[src/hw/rtl/presence_timed_stop_go_light_defines.svh]
// Assertion macros for the presence-timed stop/go light.
// Used by the top level; defining NO_ASSERTIONS turns every check into nothing.
`ifndef PRESENCE_TIMED_STOP_GO_LIGHT_DEFINES_SVH
`define PRESENCE_TIMED_STOP_GO_LIGHT_DEFINES_SVH

`ifndef NO_ASSERTIONS
// Same-cycle implication, sampled on the rising clock edge.
`define PTSG_ASSERT_IMPL(label, clk, rst_n, ante, cons) \
  label: assert property (@(posedge clk) disable iff (!rst_n) (ante) |-> (cons)) \
    else $error("check failed");
// Next-cycle implication, sampled on the rising clock edge.
`define PTSG_ASSERT_NEXT(label, clk, rst_n, ante, cons) \
  label: assert property (@(posedge clk) disable iff (!rst_n) (ante) |=> (cons)) \
    else $error("check failed");
`else
`define PTSG_ASSERT_IMPL(label, clk, rst_n, ante, cons)
`define PTSG_ASSERT_NEXT(label, clk, rst_n, ante, cons)
`endif

`endif

[src/hw/rtl/ptsg_pkg.sv]
// Package for the presence-timed stop/go light: types, register indexes,
// reset values and output phase codes. No dependencies.
`default_nettype none

package ptsg_pkg;

  // Default width of the stored timestamps.
  localparam int unsigned TimeBitsDef = 32;
  // Present samples in a row that start the countdown (1 to 3).
  localparam logic [1:0]  HitsToArm   = 2'd3;
  localparam logic [1:0]  HitRunMax   = 2'd3;

  // Field widths.
  localparam int unsigned TimeInW  = 32;
  localparam int unsigned RangeW   = 14;
  localparam int unsigned TrigW    = 10;
  localparam int unsigned MsW      = 16;
  localparam int unsigned CfgIdxW  = 3;
  localparam int unsigned CfgDataW = 16;
  localparam int unsigned InDataW  = 48;
  localparam int unsigned OutDataW = 8;

  // Register reset values.
  localparam logic [TrigW-1:0] TrigReset      = 10'd50;
  localparam logic [MsW-1:0]   CountdownReset = 16'd5000;
  localparam logic [MsW-1:0]   FlashReset     = 16'd500;
  localparam logic [MsW-1:0]   AbortReset     = 16'd1000;
  localparam logic [MsW-1:0]   GreenReset     = 16'd500;

  // Configuration register indexes.
  typedef enum logic [CfgIdxW-1:0] {
    CfgTrigger   = 3'd0,
    CfgCountdown = 3'd1,
    CfgFlash     = 3'd2,
    CfgAbort     = 3'd3,
    CfgGreen     = 3'd4
  } cfg_reg_e;

  // Light state, one-hot.
  typedef enum logic [2:0] {
    PhWait  = 3'b001,
    PhCount = 3'b010,
    PhGo    = 3'b100
  } phase_e;

  // Phase codes on the output word.
  localparam logic [1:0] PhaseCodeWait  = 2'd0;
  localparam logic [1:0] PhaseCodeCount = 2'd1;
  localparam logic [1:0] PhaseCodeGo    = 2'd2;

  function automatic logic [1:0] phase_code(phase_e p);
    logic [1:0] code;
    unique case (p)
      PhCount: code = PhaseCodeCount;
      PhGo:    code = PhaseCodeGo;
      default: code = PhaseCodeWait;
    endcase
    return code;
  endfunction

endpackage

`default_nettype wire

[src/hw/rtl/presence_timed_stop_go_light.sv]
// Presence-timed stop/go light: sample register, next-state logic, result register.
// Depends on ptsg_pkg and presence_timed_stop_go_light_defines.svh.
//
// Channel    Direction  Word                              Handshake
// s_axis     in         time_ms, range_fix; no_echo in tuser  tvalid/tready
// m_axis     out        light_phase, green_lamp, red_lamp  tvalid/tready
// cfg        in         register index and data           cfg_we_i, no wait
//
// One word per cycle when the output is taken; an accepted word passes from the sample
// register to the result register, whose contents appear on m_axis.
// The state update and all timer compares sit between those two registers.
// A stall on m_axis holds the result; the sample register still takes one
// more word, then s_axis_tready falls. Reset loads the register defaults
// and puts the light in waiting with empty stages.
`default_nettype none
`include "presence_timed_stop_go_light_defines.svh"

module presence_timed_stop_go_light #(
  parameter int unsigned TIME_BITS = ptsg_pkg::TimeBitsDef
) (
  input  wire logic                           clk_i,
  input  wire logic                           rst_ni,
  // Sample stream.
  input  wire logic                           s_axis_tvalid,
  output      logic                           s_axis_tready,
  // [31:0] time_ms, [45:32] range_fix, [47:46] zero
  input  wire logic [ptsg_pkg::InDataW-1:0]   s_axis_tdata,
  // [0] no_echo
  input  wire logic                           s_axis_tuser,
  // Result stream.
  output      logic                           m_axis_tvalid,
  input  wire logic                           m_axis_tready,
  // [1:0] light_phase, [2] green_lamp, [3] red_lamp, [7:4] zero
  output      logic [ptsg_pkg::OutDataW-1:0]  m_axis_tdata,
  // Configuration writes.
  input  wire logic                           cfg_we_i,
  input  wire logic [ptsg_pkg::CfgIdxW-1:0]   cfg_idx_i,
  input  wire logic [ptsg_pkg::CfgDataW-1:0]  cfg_data_i
);
  import ptsg_pkg::*;

  typedef logic [TIME_BITS-1:0] tstamp_t;

  // Configuration registers.
  logic [TrigW-1:0] trig_q;
  logic [MsW-1:0]   countdown_q, flash_q, abort_q, green_q;

  always_ff @(posedge clk_i or negedge rst_ni) begin
    if (!rst_ni) begin
      trig_q      <= TrigReset;
      countdown_q <= CountdownReset;
      flash_q     <= FlashReset;
      abort_q     <= AbortReset;
      green_q     <= GreenReset;
    end else if (cfg_we_i) begin
      unique case (cfg_reg_e'(cfg_idx_i))
        CfgTrigger:   trig_q      <= cfg_data_i[TrigW-1:0];
        CfgCountdown: countdown_q <= cfg_data_i;
        CfgFlash:     flash_q     <= cfg_data_i;
        CfgAbort:     abort_q     <= cfg_data_i;
        CfgGreen:     green_q     <= cfg_data_i;
        default: ;
      endcase
    end
  end

  // Handshake between the two stages.
  logic in_valid_q, out_valid_q;
  logic out_ready, advance;

  assign out_ready     = !out_valid_q || m_axis_tready;
  assign advance       = in_valid_q && out_ready;
  assign s_axis_tready = !in_valid_q || out_ready;

  // Sample register.
  tstamp_t           in_time_q;
  logic [RangeW-1:0] in_range_q;
  logic              in_no_echo_q;

  always_ff @(posedge clk_i or negedge rst_ni) begin
    if (!rst_ni) begin
      in_valid_q <= 1'b0;
    end else if (s_axis_tready) begin
      in_valid_q <= s_axis_tvalid;
    end
  end

  always_ff @(posedge clk_i) begin
    if (s_axis_tvalid && s_axis_tready) begin
      in_time_q    <= s_axis_tdata[TIME_BITS-1:0];
      in_range_q   <= s_axis_tdata[TimeInW +: RangeW];
      in_no_echo_q <= s_axis_tuser;
    end
  end

  // Light state.
  phase_e     phase_q, phase_d;
  logic [1:0] hit_run_q, hit_run_d;
  tstamp_t    cd_began_q, cd_began_d;
  tstamp_t    clr_began_q, clr_began_d;
  logic       clr_run_q, clr_run_d;
  tstamp_t    last_tog_q, last_tog_d;
  logic       flash_lvl_q, flash_lvl_d;

  logic       present;
  logic [1:0] hit_inc;
  logic       green_d, red_d;

  // An echo with a distance above zero and below the trigger distance.
  assign present = !in_no_echo_q && (in_range_q != '0) &&
                   (in_range_q < {trig_q, 4'b0000});

  // Next-state logic for the sample in the sample register.
  always_comb begin
    phase_d     = phase_q;
    hit_run_d   = hit_run_q;
    cd_began_d  = cd_began_q;
    clr_began_d = clr_began_q;
    clr_run_d   = clr_run_q;
    last_tog_d  = last_tog_q;
    flash_lvl_d = flash_lvl_q;
    hit_inc     = (hit_run_q < HitRunMax) ? hit_run_q + 2'd1 : hit_run_q;

    unique case (phase_q)
      PhCount: begin
        // Red toggle first.
        if (tstamp_t'(in_time_q - last_tog_q) >= tstamp_t'(flash_q)) begin
          flash_lvl_d = !flash_lvl_q;
          last_tog_d  = in_time_q;
        end
        // Clear timer.
        if (present) begin
          clr_run_d = 1'b0;
        end else if (!clr_run_q) begin
          clr_run_d   = 1'b1;
          clr_began_d = in_time_q;
        end
        // Abort has priority over the expiry to green.
        if (clr_run_d && (tstamp_t'(in_time_q - clr_began_d) >= tstamp_t'(abort_q))) begin
          phase_d   = PhWait;
          clr_run_d = 1'b0;
        end else if (tstamp_t'(in_time_q - cd_began_q) >= tstamp_t'(countdown_q)) begin
          phase_d   = PhGo;
          clr_run_d = 1'b0;
        end
      end
      PhGo: begin
        if (present) begin
          clr_run_d = 1'b0;
        end else if (!clr_run_q) begin
          clr_run_d   = 1'b1;
          clr_began_d = in_time_q;
        end
        if (clr_run_d && (tstamp_t'(in_time_q - clr_began_d) >= tstamp_t'(green_q))) begin
          phase_d   = PhWait;
          clr_run_d = 1'b0;
        end
      end
      default: begin
        // Waiting: count present samples in a row.
        phase_d = PhWait;
        if (present) begin
          hit_run_d = hit_inc;
          if (hit_inc >= HitsToArm) begin
            phase_d     = PhCount;
            flash_lvl_d = 1'b0;
            last_tog_d  = in_time_q;
            cd_began_d  = in_time_q;
            clr_run_d   = 1'b0;
            hit_run_d   = 2'd0;
          end
        end else begin
          hit_run_d = 2'd0;
        end
      end
    endcase

    // Lamp levels after this sample.
    green_d = (phase_d == PhGo);
    red_d   = (phase_d == PhCount) ? flash_lvl_d : (phase_d != PhGo);
  end

  always_ff @(posedge clk_i or negedge rst_ni) begin
    if (!rst_ni) begin
      phase_q     <= PhWait;
      hit_run_q   <= 2'd0;
      cd_began_q  <= '0;
      clr_began_q <= '0;
      clr_run_q   <= 1'b0;
      last_tog_q  <= '0;
      flash_lvl_q <= 1'b0;
    end else if (advance) begin
      phase_q     <= phase_d;
      hit_run_q   <= hit_run_d;
      cd_began_q  <= cd_began_d;
      clr_began_q <= clr_began_d;
      clr_run_q   <= clr_run_d;
      last_tog_q  <= last_tog_d;
      flash_lvl_q <= flash_lvl_d;
    end
  end

  // Result register.
  logic [OutDataW-1:0] out_data_q;

  always_ff @(posedge clk_i or negedge rst_ni) begin
    if (!rst_ni) begin
      out_valid_q <= 1'b0;
    end else if (out_ready) begin
      out_valid_q <= in_valid_q;
    end
  end

  always_ff @(posedge clk_i) begin
    if (advance) begin
      out_data_q <= {4'b0000, red_d, green_d, phase_code(phase_d)};
    end
  end

  assign m_axis_tvalid = out_valid_q;
  assign m_axis_tdata  = out_data_q;

  // Checks on the design's own state and flow control.
  `PTSG_ASSERT_IMPL(a_lamps_exclusive, clk_i, rst_ni, m_axis_tvalid,
                    !(m_axis_tdata[2] && m_axis_tdata[3]))
  `PTSG_ASSERT_IMPL(a_hit_run_bound, clk_i, rst_ni, 1'b1, hit_run_q < HitsToArm)
  `PTSG_ASSERT_IMPL(a_hit_run_waiting, clk_i, rst_ni, hit_run_q != 2'd0, phase_q == PhWait)
  `PTSG_ASSERT_IMPL(a_full_blocks_input, clk_i, rst_ni, in_valid_q && !out_ready,
                    !s_axis_tready)
  `PTSG_ASSERT_NEXT(a_state_held, clk_i, rst_ni, !advance, $stable(phase_q))

endmodule

`default_nettype wire

[config.mk]
export PLATFORM = sky130hd
export DESIGN_NAME = presence_timed_stop_go_light
export DESIGN_NICKNAME = d
export VERILOG_FILES = /design/src/hw/rtl/ptsg_pkg.sv /design/src/hw/rtl/presence_timed_stop_go_light.sv
export VERILOG_INCLUDE_DIRS = /design/src /design/src/hw/rtl
export SDC_FILE = /design/constraint.sdc
export NUM_CORES = 1
export LEC_CHECK = 0
export ABC_AREA = 1
export BUFFER_PORTS_ARGS = -buffer_cell sky130_fd_sc_hd__buf_4
export CAP_MARGIN = 5
export CORE_MARGIN = 2
export CORE_UTILIZATION = 50
export CTS_BUF_LIST = sky130_fd_sc_hd__clkbuf_4
export DETAILED_ROUTE_END_ITERATION = 8
export PLACE_DENSITY = 0.67
export SLEW_MARGIN = 20
export SYNTH_ARGS = -nofsm -noshare
export SYNTH_HDL_FRONTEND = slang
export SYNTH_SLANG_ARGS = --single-unit
[constraint.sdc]
create_clock -name clk_i -period 6.95 [get_ports clk_i]
set_clock_uncertainty 0.15 [all_clocks]
set_input_delay 1.7375 -clock clk_i [delete_from_list [all_inputs] [get_ports clk_i]]
set_output_delay 1.7375 -clock clk_i [all_outputs]
set_load 0.005 [all_outputs]
## Word level (Yosys, flattened, before mapping)

Index checks and enable logic that the tools add are counted.

- Input bits: 73
- Output and inout port bits: 10
- Word-level logic and storage cells: 105
- Flip-flop bits (word level): 230

- Multiplexer cells: 33
- Eq/ne operators: 10
- Reductions and logical operators: 30
- Bitwise operators: 2
- Order comparisons: 7
- Add/sub/neg operators: 5

Operator list:

| kind | count |
|---|---|
| $mux 32 | 7 |
| $ge 32x16->1 | 4 |
| $pmux 32 s2 | 2 |
| $sub 32x32->32 | 4 |
| $lt 14x14->1 | 1 |
| $reduce_and 2->1 | 7 |
| $reduce_bool 14->1 | 1 |
| $eq 3x2->1 const B | 4 |
| $mux 1 | 12 |
| $mux 2 | 5 |
| $eq 3x3->1 const B | 3 |
| $mux 3 | 3 |
| $logic_and 1x1->1 | 6 |
| $pmux 3 s2 | 1 |
| $reduce_bool 2->1 | 3 |
| $reduce_bool 3->1 | 2 |
| $reduce_and 5->1 | 1 |
| $logic_not 1->1 | 4 |
| $pmux 1 s2 | 2 |
| $pmux 2 s2 | 1 |
| $reduce_and 4->1 | 1 |
| $eq 3x1->1 const B | 1 |
| $logic_not 3->1 | 1 |
| $ne 3x3->1 const B | 1 |
| 8 further kinds | 10 |

## Depth between registers and ports, before layout

Gate-level depths: netlist (run 1).

- Depth after elaboration: 12
- Depth in mapped cells: 39

## Worst setup path before layout (run 1)

Ideal clock, no wire load.

- Path kind: register to register
- Start point: reg trig_q[5]
- End point: reg out_data_q[3], in the netlist m_axis_tdata[3], data pin
- Cell stages (with the launch flop): 37
- Setup time: 252 ps
- Period minus slack after synthesis: 5230 ps
- Setup slack: 1720 ps
- Data arrival time: 4828 ps
- Cell sequence: dfstp_2 -> inv_1 -> ha_1 -> nand2_1 -> nor2_1 -> nand3_2 -> nand4_4 -> nand2_4 -> buf_12 -> inv_1 -> clkbuf_1 -> nand2_1 -> o21ai_0 -> inv_1 -> ha_1 -> fa_1 -> o21ai_0 -> nand3_1 -> nand2_1 -> a21oi_1 -> nand2_1 -> nand4_1 -> nand2_1 -> nand2_1 -> nand2_2 -> xor2_1 -> ha_1 -> nand2_1 -> inv_1 -> o21ai_0 -> nand3_1 -> a21oi_1 -> nand2_1 -> nand3_1 -> nand2_1 -> inv_1 -> nand2_1

- Cells in the longest elaborated chain, start to end: 11
- Elaborated cells between the ends (all ways): 23
- Classes of those cells: 2 x add/sub; 3 x order compare; 2 x eq/ne; 13 x mux; 3 x reduce/logical

RTL lines:

| element | line | source |
|---|---|---|
| start: declaration | presence_timed_stop_go_light.sv:45 | `logic [TrigW-1:0] trig_q;` |
| start signal: assignment | presence_timed_stop_go_light.sv:50 | `trig_q <= TrigReset;` |
| start signal: assignment | presence_timed_stop_go_light.sv:57 | `CfgTrigger: trig_q <= cfg_data_i[TrigW-1:0];` |
| $lt 14x14->1 (*) | presence_timed_stop_go_light.sv:111 | `(in_range_q < {trig_q, 4'b0000});` |
| $logic_and 1x1->1 (*) | presence_timed_stop_go_light.sv:110 | `assign present = !in_no_echo_q && (in_range_q != '0) &&` |
| $mux 32 | presence_timed_stop_go_light.sv:148 | `if (present) begin` |
| $mux 32 | presence_timed_stop_go_light.sv:124 | `unique case (phase_q)` |
| $sub 32x32->32, on equally long branches | presence_timed_stop_go_light.sv:154, presence_timed_stop_go_light.sv:139 |  |
| $ge 32x16->1, on equally long branches | presence_timed_stop_go_light.sv:154, presence_timed_stop_go_light.sv:139 |  |
| $logic_and 1x1->1, on equally long branches | presence_timed_stop_go_light.sv:154, presence_timed_stop_go_light.sv:139 |  |
| $mux 3, on equally long branches | presence_timed_stop_go_light.sv:154, presence_timed_stop_go_light.sv:139 |  |
| $pmux 3 s2 | presence_timed_stop_go_light.sv:124 |  |
| $ne 3x3->1 / $eq 3x2->1 (equally long branches) | presence_timed_stop_go_light.sv:180 | `red_d = (phase_d == PhCount) ? flash_lvl_d : (phase_d != PhGo);` |
| $mux 1 (*) | presence_timed_stop_go_light.sv:180 |  |
| named net red_d | presence_timed_stop_go_light.sv:107 | `logic green_d, red_d;` |
| end signal: assignment | presence_timed_stop_go_light.sv:216 | `out_data_q <= {4'b0000, red_d, green_d, phase_code(phase_d)};` |
| end: declaration | presence_timed_stop_go_light.sv:204 | `logic [OutDataW-1:0] out_data_q;` |

The timed path passes the listed nets; every way through them passes the cells marked *. The select of a mux whose other input is x is not followed.
A chain may end at the register's enable or synchronous reset.

## Worst setup path in the final report (run 1)

Ends and elaborated chain as after synthesis.

==> run_results.csv, run 1 <==
group,metric,value,unit
pwr,netSwitchingFraction,43.9,%
critical_path,r2r-start,"trig_q[5]",
cts,root_buffer,"clkbuf_4",
yosys,synth-seq-cells,230,
cts,cts_tree,"done",
yosys,syn_area,0.0166,mm2
floorplanning,dieArea,0.0347,mm2
routing,drtPass1Iterations,6,
yosys,synthCells,2194,
cts,cts.sinks,230,
cts,clk_pin_slew_worst_paths,0.07,ns
routing,drtIter0Drc,1072,
floorplanning,io_pins,83,
floorplanning,dieHeight,186,um
critical_path,crit_path_top_delay_cell,"dfstp_2",
timing,hold_violations,0,
routing,drc,0,
timing,fmax,158,MHz
cells_and_area,n_fill_cell,3170,
routing,wl_per_cell,16.1,um
placed_design,dp_hpwl,35.1,mm
routing,viasPerCell,5.34,
timing,timing.setup.tns,0,ns
yosys,synth_most_common_cell,"nand2_1",
critical_path,r2r_end,"m_axis_tdata[3]",
min_path,min_to,"clr_began_q[21]",
critical_path,crit_path_frequent_cell,"nand2_1",
critical_path,slowest_delay,0.53,ns
yosys,avgSynthCellArea,7.56,um2
pwr,share_seq_of_total_power,29.6,%
yosys,synth_top_cell_by_area,"dfrtp_1",
global_routing,grt_max_degree,180,
run,maxCapViolations,0,
critical_path,reg2regPathDepth,35,
critical_path,path_class,"flip-flop to flip-flop",
cells_and_area,seqCellArea,0.00604,mm2
yosys,synth.top_cells.by_area,"dfrtp_1 23%, ha_1 12%, nand2_1 12%",
global_routing,grt_antenna_before_repair,1,
cts,clk_path_buf_depth,3,
pwr,p_sw,2.83,mW
global_routing,grt_pass1_vias,14200,
critical_path,reg2reg_slack,0.61,ns
placed_design,gp_congestion,0.951,
timing,worst_pin_slew,1.01,ns
timing,slew_headroom,32.4,%
timing,period_needed,6.34,ns
cells_and_area,multiInputGateArea,0.00909,mm2
cts,cts.htree.levels,3,
yosys,ys.flop_type,"dfrtp_1",
floorplanning,start_util,50.9,%
placed_design,placedInstanceArea,0.0176,mm2
yosys,netlist.area_leader.share,22.9,%
routing,ant_nets,0,
placed_design,io_buffers,76,
yosys,yosysSeqAreaShare,36.4,%
min_path,worstHoldPathCells,2,
outcome,outcome,"finished clean",
yosys,ys_types,59,
global_routing,grt_pass1_wl,72.1,mm
critical_path,endpoint_kind,"flip-flop",
pwr,comb_power_share,49.9,%
min_path,hp-start,"clr_began_q[21]",
pwr,vdd_drop_max,0.181,mV
timing,rsz0062_at_grt,"no",
critical_path,cp.required,7.27,ns
floorplanning,row_count,66,
floorplanning,die_w,186,um
routing,vias,15000,
cells_and_area,layoutNonFillerInstCount,2807,
cts,cts_made_buffers,69,
timing,setup_violations,0,
global_routing,globalRouteTotalUtil,27.0,%
pwr,internal_power,3.62,mW
cts,insertion_delay,0.75,ns
yosys,synthTopCellsByCount,"541 x nand2_1, 332 x inv_1, 247 x o21ai_0",
floorplanning,core_area,0.0326,mm2
placed_design,dp_cells,2677,
pwr,power_density,349,mW/mm2
critical_path,cp_data_arrival_time,6.66,ns
cells_and_area,layout.nets,2546,
cells_and_area,area_growth,11.5,%
timing,slew_viol_final,0,
cells_and_area,stdcell_area,0.0185,mm2
critical_path,worstSetupStartpointType,"flip-flop",
routing,routed_wl,45.1,mm
min_path,hp-class,"flip-flop to flip-flop",
pwr,leakagePower,9.07,nW
cells_and_area,drive_gt1_share,12.1,%
cells_and_area,final_util,56.7,%
timing,timing.final.crit_share,91.2,%
global_routing,grt_overflow,0,
yosys,synth_edf_count,51,
yosys,ys_warn_count,0,
critical_path,path_max_fanout,22,
yosys,async_flop_share,77.8,%
pwr,clockPowerShare,20.6,%
-- layout by cell type (no fill, tap or decap), drive strengths merged, types with 5 or more instances in the layout --
cell type  instances
ha               163
o211ai             8
nand4             32
clkinv            23
inv              335
a31oi              8
o21bai             7
clkbuf           104
buf               83
nor2             148
a21oi            142
nor4               5
nand2            561
edfxtp            51
nor3              21
a211oi             5
o21ai            267
or2                5
dfrtp            152
nand3b             5
nand3             99
dfstp             27
xnor2             22
xor2              49
o21a               6
a21boi             6
a21o               8
-- metrics by stage --
step           total power [mW]  hold WS [ns]  worst slack [ns]
3_5_place_dp               5.10         0.318             0.620
3_3_place_gp               5.00         0.311             0.752
2_1_floorplan              4.30         0.298              1.72
6_report                   6.45         0.329             0.611
4_1_cts                    6.47         0.332             0.567
5_1_grt                    7.09         0.350            0.0828
-- repair_timing --
| action | in CTS | in global routing |
|---|---|---|
| hold buffers | 0 | 0 |
| resized for setup | 0 | 1 |
| buffers inserted | 0 | 0 |
| endpoints found under the setup margin | 0 | 1 |
-- flip-flops by register name (all words and copies together) (netlist names) --
name	flops
cd_began_q	32
flash_lvl_q	1
trig_q	10
abort_q	16
in_time_q	32
countdown_q	16
last_tog_q	32
m_axis_tdata	4
flash_q	16
in_valid_q	1
clr_run_q	1
in_no_echo_q	1
m_axis_tvalid	1
hit_run_q	2
phase_q	3
clr_began_q	32
in_range_q	14
green_q	16
-- final cells by class --
cell class	count	area share, %
well taps	442	2.99
clock buffers	104	4.22
clock inverters	24	0.595
diodes	1	0.0135
repair buffers	83	3.56
flip-flops and latches	230	32.7
inverters	335	6.80
multi-input cells	1588	49.1
-- how the worst max path moves through the flow --
stage / depth (start not counted) / to / startpoint / slack [ns]
floorplan: 36 / m_axis_tdata[3] / trig_q[5] / 1.72
global placement: 35 / m_axis_tdata[3] / trig_q[5] / 0.75
detailed placement: 35 / m_axis_tdata[3] / trig_q[5] / 0.62
CTS: 35 / m_axis_tdata[3] / trig_q[5] / 0.57
global route: 35 / m_axis_tdata[3] / trig_q[5] / 0.08
finish: 35 / m_axis_tdata[3] / trig_q[5] / 0.61
-- worst max-delay path, delay by kind of cell, from the launching register on --
kind,cells,cell delay (ns)
AND/OR/NAND/NOR,19,2.29
adder cells (fa/ha/maj),4,1.24
buffers and inverters,6,0.35
flip-flops,1,0.53
XOR/XNOR,1,0.28
AO/OA/AOI/OAI,5,1.22
-- metal layers --
| layer | global-route usage [%] | up-vias | part of all wire (%) |
|---|---|---|---|
| met4 | 10.0 | 0 | 2.6 |
| met2 | 40.4 | 462 | 43 |
| met1 | 38.8 | 6936 | 48 |
| li1 | - | 7501 | - |
| met3 | 5.14 | 77 | 6.6 |
| met5 | 0 | - | 0 |
-- kinds of logic (layout without fill, tap and decap cells) --
kind of cell,Yosys count,after routing,share of synthesized area [%]
AOI/OAI and AO/OA,467,467,15.1
xor gates and xnor gates,71,71,3.75
adders and majority gates,166,166,12.7
buffers and inverters,379,546,8.98
DFF,230,230,36.4
other,1,5,0.0226
and+or+nand+nor,880,880,23.0
-- power by group through the flow --
stage	clock network, mW	registers, mW	logic [mW]
after floorplan	0	1.86	2.44
after global placement	0	1.91	3.09
after detailed placement	0	1.92	3.18
after CTS	1.37	1.90	3.20
after global routing	1.45	1.94	3.70
final	1.33	1.91	3.22
Note: power is estimated with default switching activity, not from simulation.
==> inputs of run 2 (changes only) <==
Settings changed: CORE_UTILIZATION 50 to 65, PLACE_DENSITY 0.67 to unset, PLACE_DENSITY_LB_ADDON set to 0.2.
==> run_results.csv, run 2 (same netlist as run 1, synthesis figures left out) <==
group,metric,value,unit
outcome,outcome,"finished clean",
cells_and_area,area_growth,9.64,%
timing,period_needed,6.52,ns
cells_and_area,drive_gt1_share,11.4,%
placed_design,io_buffers,76,
cells_and_area,layoutNonFillerInstCount,2675,
placed_design,gp_congestion,0.965,
critical_path,crit_family,"simple AND/OR/NAND/NOR gates",
critical_path,path_max_fanout,22,
critical_path,endpoint_kind,"flip-flop",
timing,fin_ws,0.431,ns
cells_and_area,layout_commonest_cell,"nand2_1",
global_routing,grt_pass1_vias,14300,
routing,vias,15200,
cts,cts.htree.levels,2,
floorplanning,row_count,58,
cts,cts_made_buffers,60,
critical_path,cp_data_arrival_time,6.87,ns
global_routing,grt_pass1_wl,70.7,mm
cts,clk_pin_slew_worst_paths,0.07,ns
pwr,power_density,349,mW/mm2
cts,cts.sinks,230,
placed_design,dp_worst_setup_slack,0.564,ns
routing,drc,0,
cts,hold_buffers,0,
floorplanning,io_pins,83,
global_routing,grt_max_degree,80,
pwr,vdd_drop_max,0.191,mV
global_routing,grt_overflow,0,
timing,fmax,153,MHz
timing,slew_viol_final,0,
routing,routed_wl,44.2,mm
timing,slew_headroom,30.9,%
floorplanning,core_area,0.0251,mm2
pwr,leakagePower,8.99,nW
floorplanning,dieHeight,164,um
cells_and_area,layout.nets,2535,
cts,cts_setup_buffers,0,
cts,insertion_delay,0.78,ns
critical_path,worstSetupStartpointType,"flip-flop",
run,maxCapViolations,0,
floorplanning,start_util,66.1,%
global_routing,grt_antenna_before_repair,1,
floorplanning,dieArea,0.0268,mm2
critical_path,slowest_delay,0.53,ns
timing,setup_violations,0,
timing,rsz0062_at_grt,"no",
placed_design,placedInstanceArea,0.0174,mm2
routing,drtPass1Iterations,6,
critical_path,crit_path_frequent_cell,"nand2_1",
critical_path,path_class,"flip-flop to flip-flop",
cts,clk_path_buf_depth,3,
critical_path,path_buf_inv,6,
routing,wl_per_cell,16.5,um
placed_design,dp_hpwl,34.3,mm
critical_path,crit_path_top_delay_cell,"dfstp_2",
cells_and_area,final_cell_mix,"540 x nand2_1, 331 x inv_1, 247 x o21ai_0",
cells_and_area,n_fill_cell,2057,
cts,cts_tree,"done",
cells_and_area,final_util,72.4,%
global_routing,globalRouteTotalUtil,33.6,%
critical_path,cp.required,7.30,ns
min_path,hp-class,"flip-flop to flip-flop",
pwr,power,6.35,mW
timing,timing.setup.tns,0,ns
placed_design,dp_cells,2564,
floorplanning,die_w,164,um
timing,hold_violations,0,
cells_and_area,stdcell_area,0.0182,mm2
cts,cts_resized,0,
routing,viasPerCell,5.69,
routing,drtIter0Drc,1161,
timing,worst_pin_slew,1.03,ns
routing,ant_nets,0,
cts,root_buffer,"clkbuf_4",
timing,timing.final.crit_share,93.8,%
timing,holdWs,0.333,ns
## run 2: worst reg2reg max path: cells and delay by family (launching register included)
kind	cells	cell delay [ns]
and+or+nand+nor	19	2.48
buffers and inverters	6	0.38
AOI/OAI and AO/OA	5	1.22
adders and majority gates	4	1.22
xor gates and xnor gates	1	0.27
DFF	1	0.53
## run 2: area by class of cell
| class | count | area, um2 | area share (%) |
|---|---|---|---|
| Antenna cell | 1 | 2.50 | 0.0138 |
| Clock inverter | 21 | 106 | 0.585 |
| Inverter | 335 | 1260 | 6.92 |
| Sequential cell | 230 | 6040 | 33.2 |
| Clock buffer | 89 | 668 | 3.67 |
| Multi-Input combinational cell | 1588 | 9090 | 49.9 |
| Tap cell | 330 | 413 | 2.27 |
| Timing Repair Buffer | 81 | 612 | 3.36 |
## run 2: worst paths after layout
| kind | slack [ns] | cells after the start | to | startpoint |
|---|---|---|---|---|
| worst max-delay path | 0.43 | 35 | m_axis_tdata[3] | trig_q[5] |
| worst min-delay path | 0.33 | 2 | clr_began_q[22] | clr_began_q[22] |
| worst max register to register | 0.43 | 35 | m_axis_tdata[3] | trig_q[5] |
| worst min register to register | 0.33 | 2 | clr_began_q[22] | clr_began_q[22] |
| max in group asynchronous | 4.41 | 2 | countdown_q[13] | rst_ni |
| min in group asynchronous | 0.87 | 1 | clr_began_q[2] | rst_ni |
## run 2: routing by layer
layer	track usage, %	up-vias	share of wire, %	wire [um]
met4	11.4	2	2.9	1280
met5	1.89	-	0.16	69
met2	51.2	567	43	19200
li1	-	7450	-	-
met1	48.3	7118	45	19900
met3	5.78	96	8.5	3760
## run 2: power by group
group,leakage (nW),internal [mW],switching [mW]
sequential,2.76,1.71,0.198
combinational,5.76,1.22,2.02
clock,0.463,0.593,0.603
total,8.99,3.52,2.82
==> inputs of run 3 (changes only) <==
--- a/config.mk
+++ b/config.mk
@@ -15,2 +15,3 @@
 export DETAILED_ROUTE_END_ITERATION = 8
+export HOLD_SLACK_MARGIN = 0.12
 export PLACE_DENSITY_LB_ADDON = 0.2
==> constraint.sdc (replaced) <==
create_clock -name clk_i -period 6.95 [get_ports clk_i]
set_clock_uncertainty 0.15 [all_clocks]
set_input_delay 0.3475 -clock clk_i [delete_from_list [all_inputs] [get_ports clk_i]]
set_output_delay 0.3475 -clock clk_i [all_outputs]
set_load 0.005 [all_outputs]
==> run_results.csv, run 3 (same netlist as run 1, synthesis figures left out) <==
group,metric,value,unit
critical_path,cp-endpoint,"m_axis_tdata[3]",
cts,cts_setup_buffers,0,
floorplanning,io_pins,83,
routing,viasPerCell,5.73,
timing,fin_ws,0.818,ns
pwr,vdd_drop_max,0.216,mV
global_routing,grt_overflow,0,
cts,root_buffer,"clkbuf_4",
cts,insertion_delay,0.75,ns
floorplanning,row_count,58,
cts,clk_pin_slew_worst_paths,0.08,ns
cells_and_area,layout_commonest_cell,"nand2_1",
critical_path,worstSetupStartpointType,"flip-flop",
cells_and_area,stdcell_area,0.0189,mm2
pwr,leakagePower,9.30,nW
timing,setup_violations,0,
placed_design,dp_cells,2564,
routing,drtPass1Iterations,7,
cts,cts.htree.levels,2,
timing,fmax,163,MHz
critical_path,reg2regPathDepth,32,
critical_path,path_max_fanout,22,
floorplanning,start_util,66.1,%
cts,cts_tree,"done",
cells_and_area,area_growth,14.1,%
cts,cts_resized,0,
routing,drc,0,
timing,period_needed,6.13,ns
critical_path,cp.required,7.41,ns
routing,ant_nets,0,
floorplanning,core_area,0.0251,mm2
routing,routed_wl,46.8,mm
routing,drtIter0Drc,1533,
timing,timing.final.crit_share,88.2,%
pwr,power_density,343,mW/mm2
critical_path,crit_path_top_delay_cell,"dfstp_2",
cts,cts.sinks,230,
timing,hold_violations,0,
global_routing,globalRouteTotalUtil,34.9,%
routing,wl_per_cell,17.0,um
placed_design,gp_congestion,0.988,
critical_path,crit_path_frequent_cell,"nand2_1",
critical_path,path_class,"flip-flop to flip-flop",
critical_path,r2r_end,"m_axis_tdata[3]",
cells_and_area,layoutNonFillerInstCount,2746,
cells_and_area,drive_gt1_share,11.3,%
critical_path,cp-startpoint,"trig_q[5]",
critical_path,cp_data_arrival_time,6.59,ns
critical_path,endpoint_kind,"flip-flop",
global_routing,grt_max_degree,96,
placed_design,io_buffers,76,
timing,slew_headroom,29.6,%
floorplanning,die_w,164,um
placed_design,placedInstanceArea,0.0174,mm2
critical_path,r2r-start,"trig_q[5]",
global_routing,grt_pass1_vias,15100,
timing,slew_viol_final,0,
global_routing,grt_pass1_wl,73.5,mm
timing,holdWs,0.135,ns
cts,cts_made_buffers,60,
floorplanning,dieHeight,164,um
cells_and_area,final_cell_mix,"540 x nand2_1, 331 x inv_1, 247 x o21ai_0",
placed_design,dp_worst_setup_slack,0.997,ns
timing,rsz0062_at_grt,"no",
cells_and_area,layout.nets,2603,
placed_design,dp_hpwl,34.3,mm
min_path,hp-class,"primary input to asynchronous set/reset pin",
timing,timing.setup.tns,0,ns
critical_path,slowest_delay,0.53,ns
run,maxCapViolations,0,
floorplanning,dieArea,0.0268,mm2
routing,vias,15700,
timing,worst_pin_slew,1.05,ns
outcome,outcome,"finished clean",
cts,clk_path_buf_depth,3,
global_routing,grt_antenna_before_repair,1,
critical_path,reg2reg_slack,0.82,ns
[run 3: where the power goes]
part / switching [mW] / internal [mW]
clock: 0.622 / 0.657
combinational: 2.05 / 1.25
sequential: 0.203 / 1.71
[run 3: worst min-delay path by stage]
stage	start	end	slack [ns]	depth (start not counted)
2_1_floorplan	rst_ni	abort_q[0]	-0.1	0
3_3_place_gp	clr_began_q[14]	clr_began_q[14]	0.31	2
3_5_place_dp	clr_began_q[16]	clr_began_q[16]	0.32	2
4_1_cts	s_axis_tdata[44]	in_range_q[12]	0.12	2
5_1_grt	s_axis_tdata[36]	in_range_q[4]	0.13	2
6_report	rst_ni	m_axis_tvalid	0.14	2
[run 3: cell type report]
cell class | instances | area (um2)
antenna | 1 | 2.50
multi-input combinational | 1588 | 9090
clock buffer | 93 | 698
timing repair buffer | 149 | 1300
tap | 330 | 413
sequential | 230 | 6040
fill | 1913 | 6180
inverter | 335 | 1260
clock inverter | 20 | 129
[run 3: critical path: cells and delay by family, from the launching register on]
kind,cells,cell delay [ns]
xor+xnor,1,0.25
compound gates,8,1.84
fa+ha+maj,3,0.86
simple gates,18,2.22
buf+inv,2,0.14
flops,1,0.53
[run 3: timing repair]
action,in CTS,in global routing
endpoints found under the setup margin,0,0
hold endpoints to repair,222,0
hold buffers,68,0
[run 3: layer usage]
layer / GRT usage (%) / part of all wire (%) / vias to the layer above
li1: - / - / 7590
met1: 48.3 / 44 / 7375
met2: 55.5 / 45 / 668
met3: 6.24 / 8.3 / 112
met4: 12.4 / 2.9 / 0
met5: 0 / 0 / -
[run 3: metrics by stage]
stage	power, mW	util, %
2_1_floorplan	4.30	-
3_3_place_gp	4.95	69.3
3_5_place_dp	5.10	69.3
4_1_cts	6.42	75.3
5_1_grt	7.01	75.4
6_report	6.50	75.4
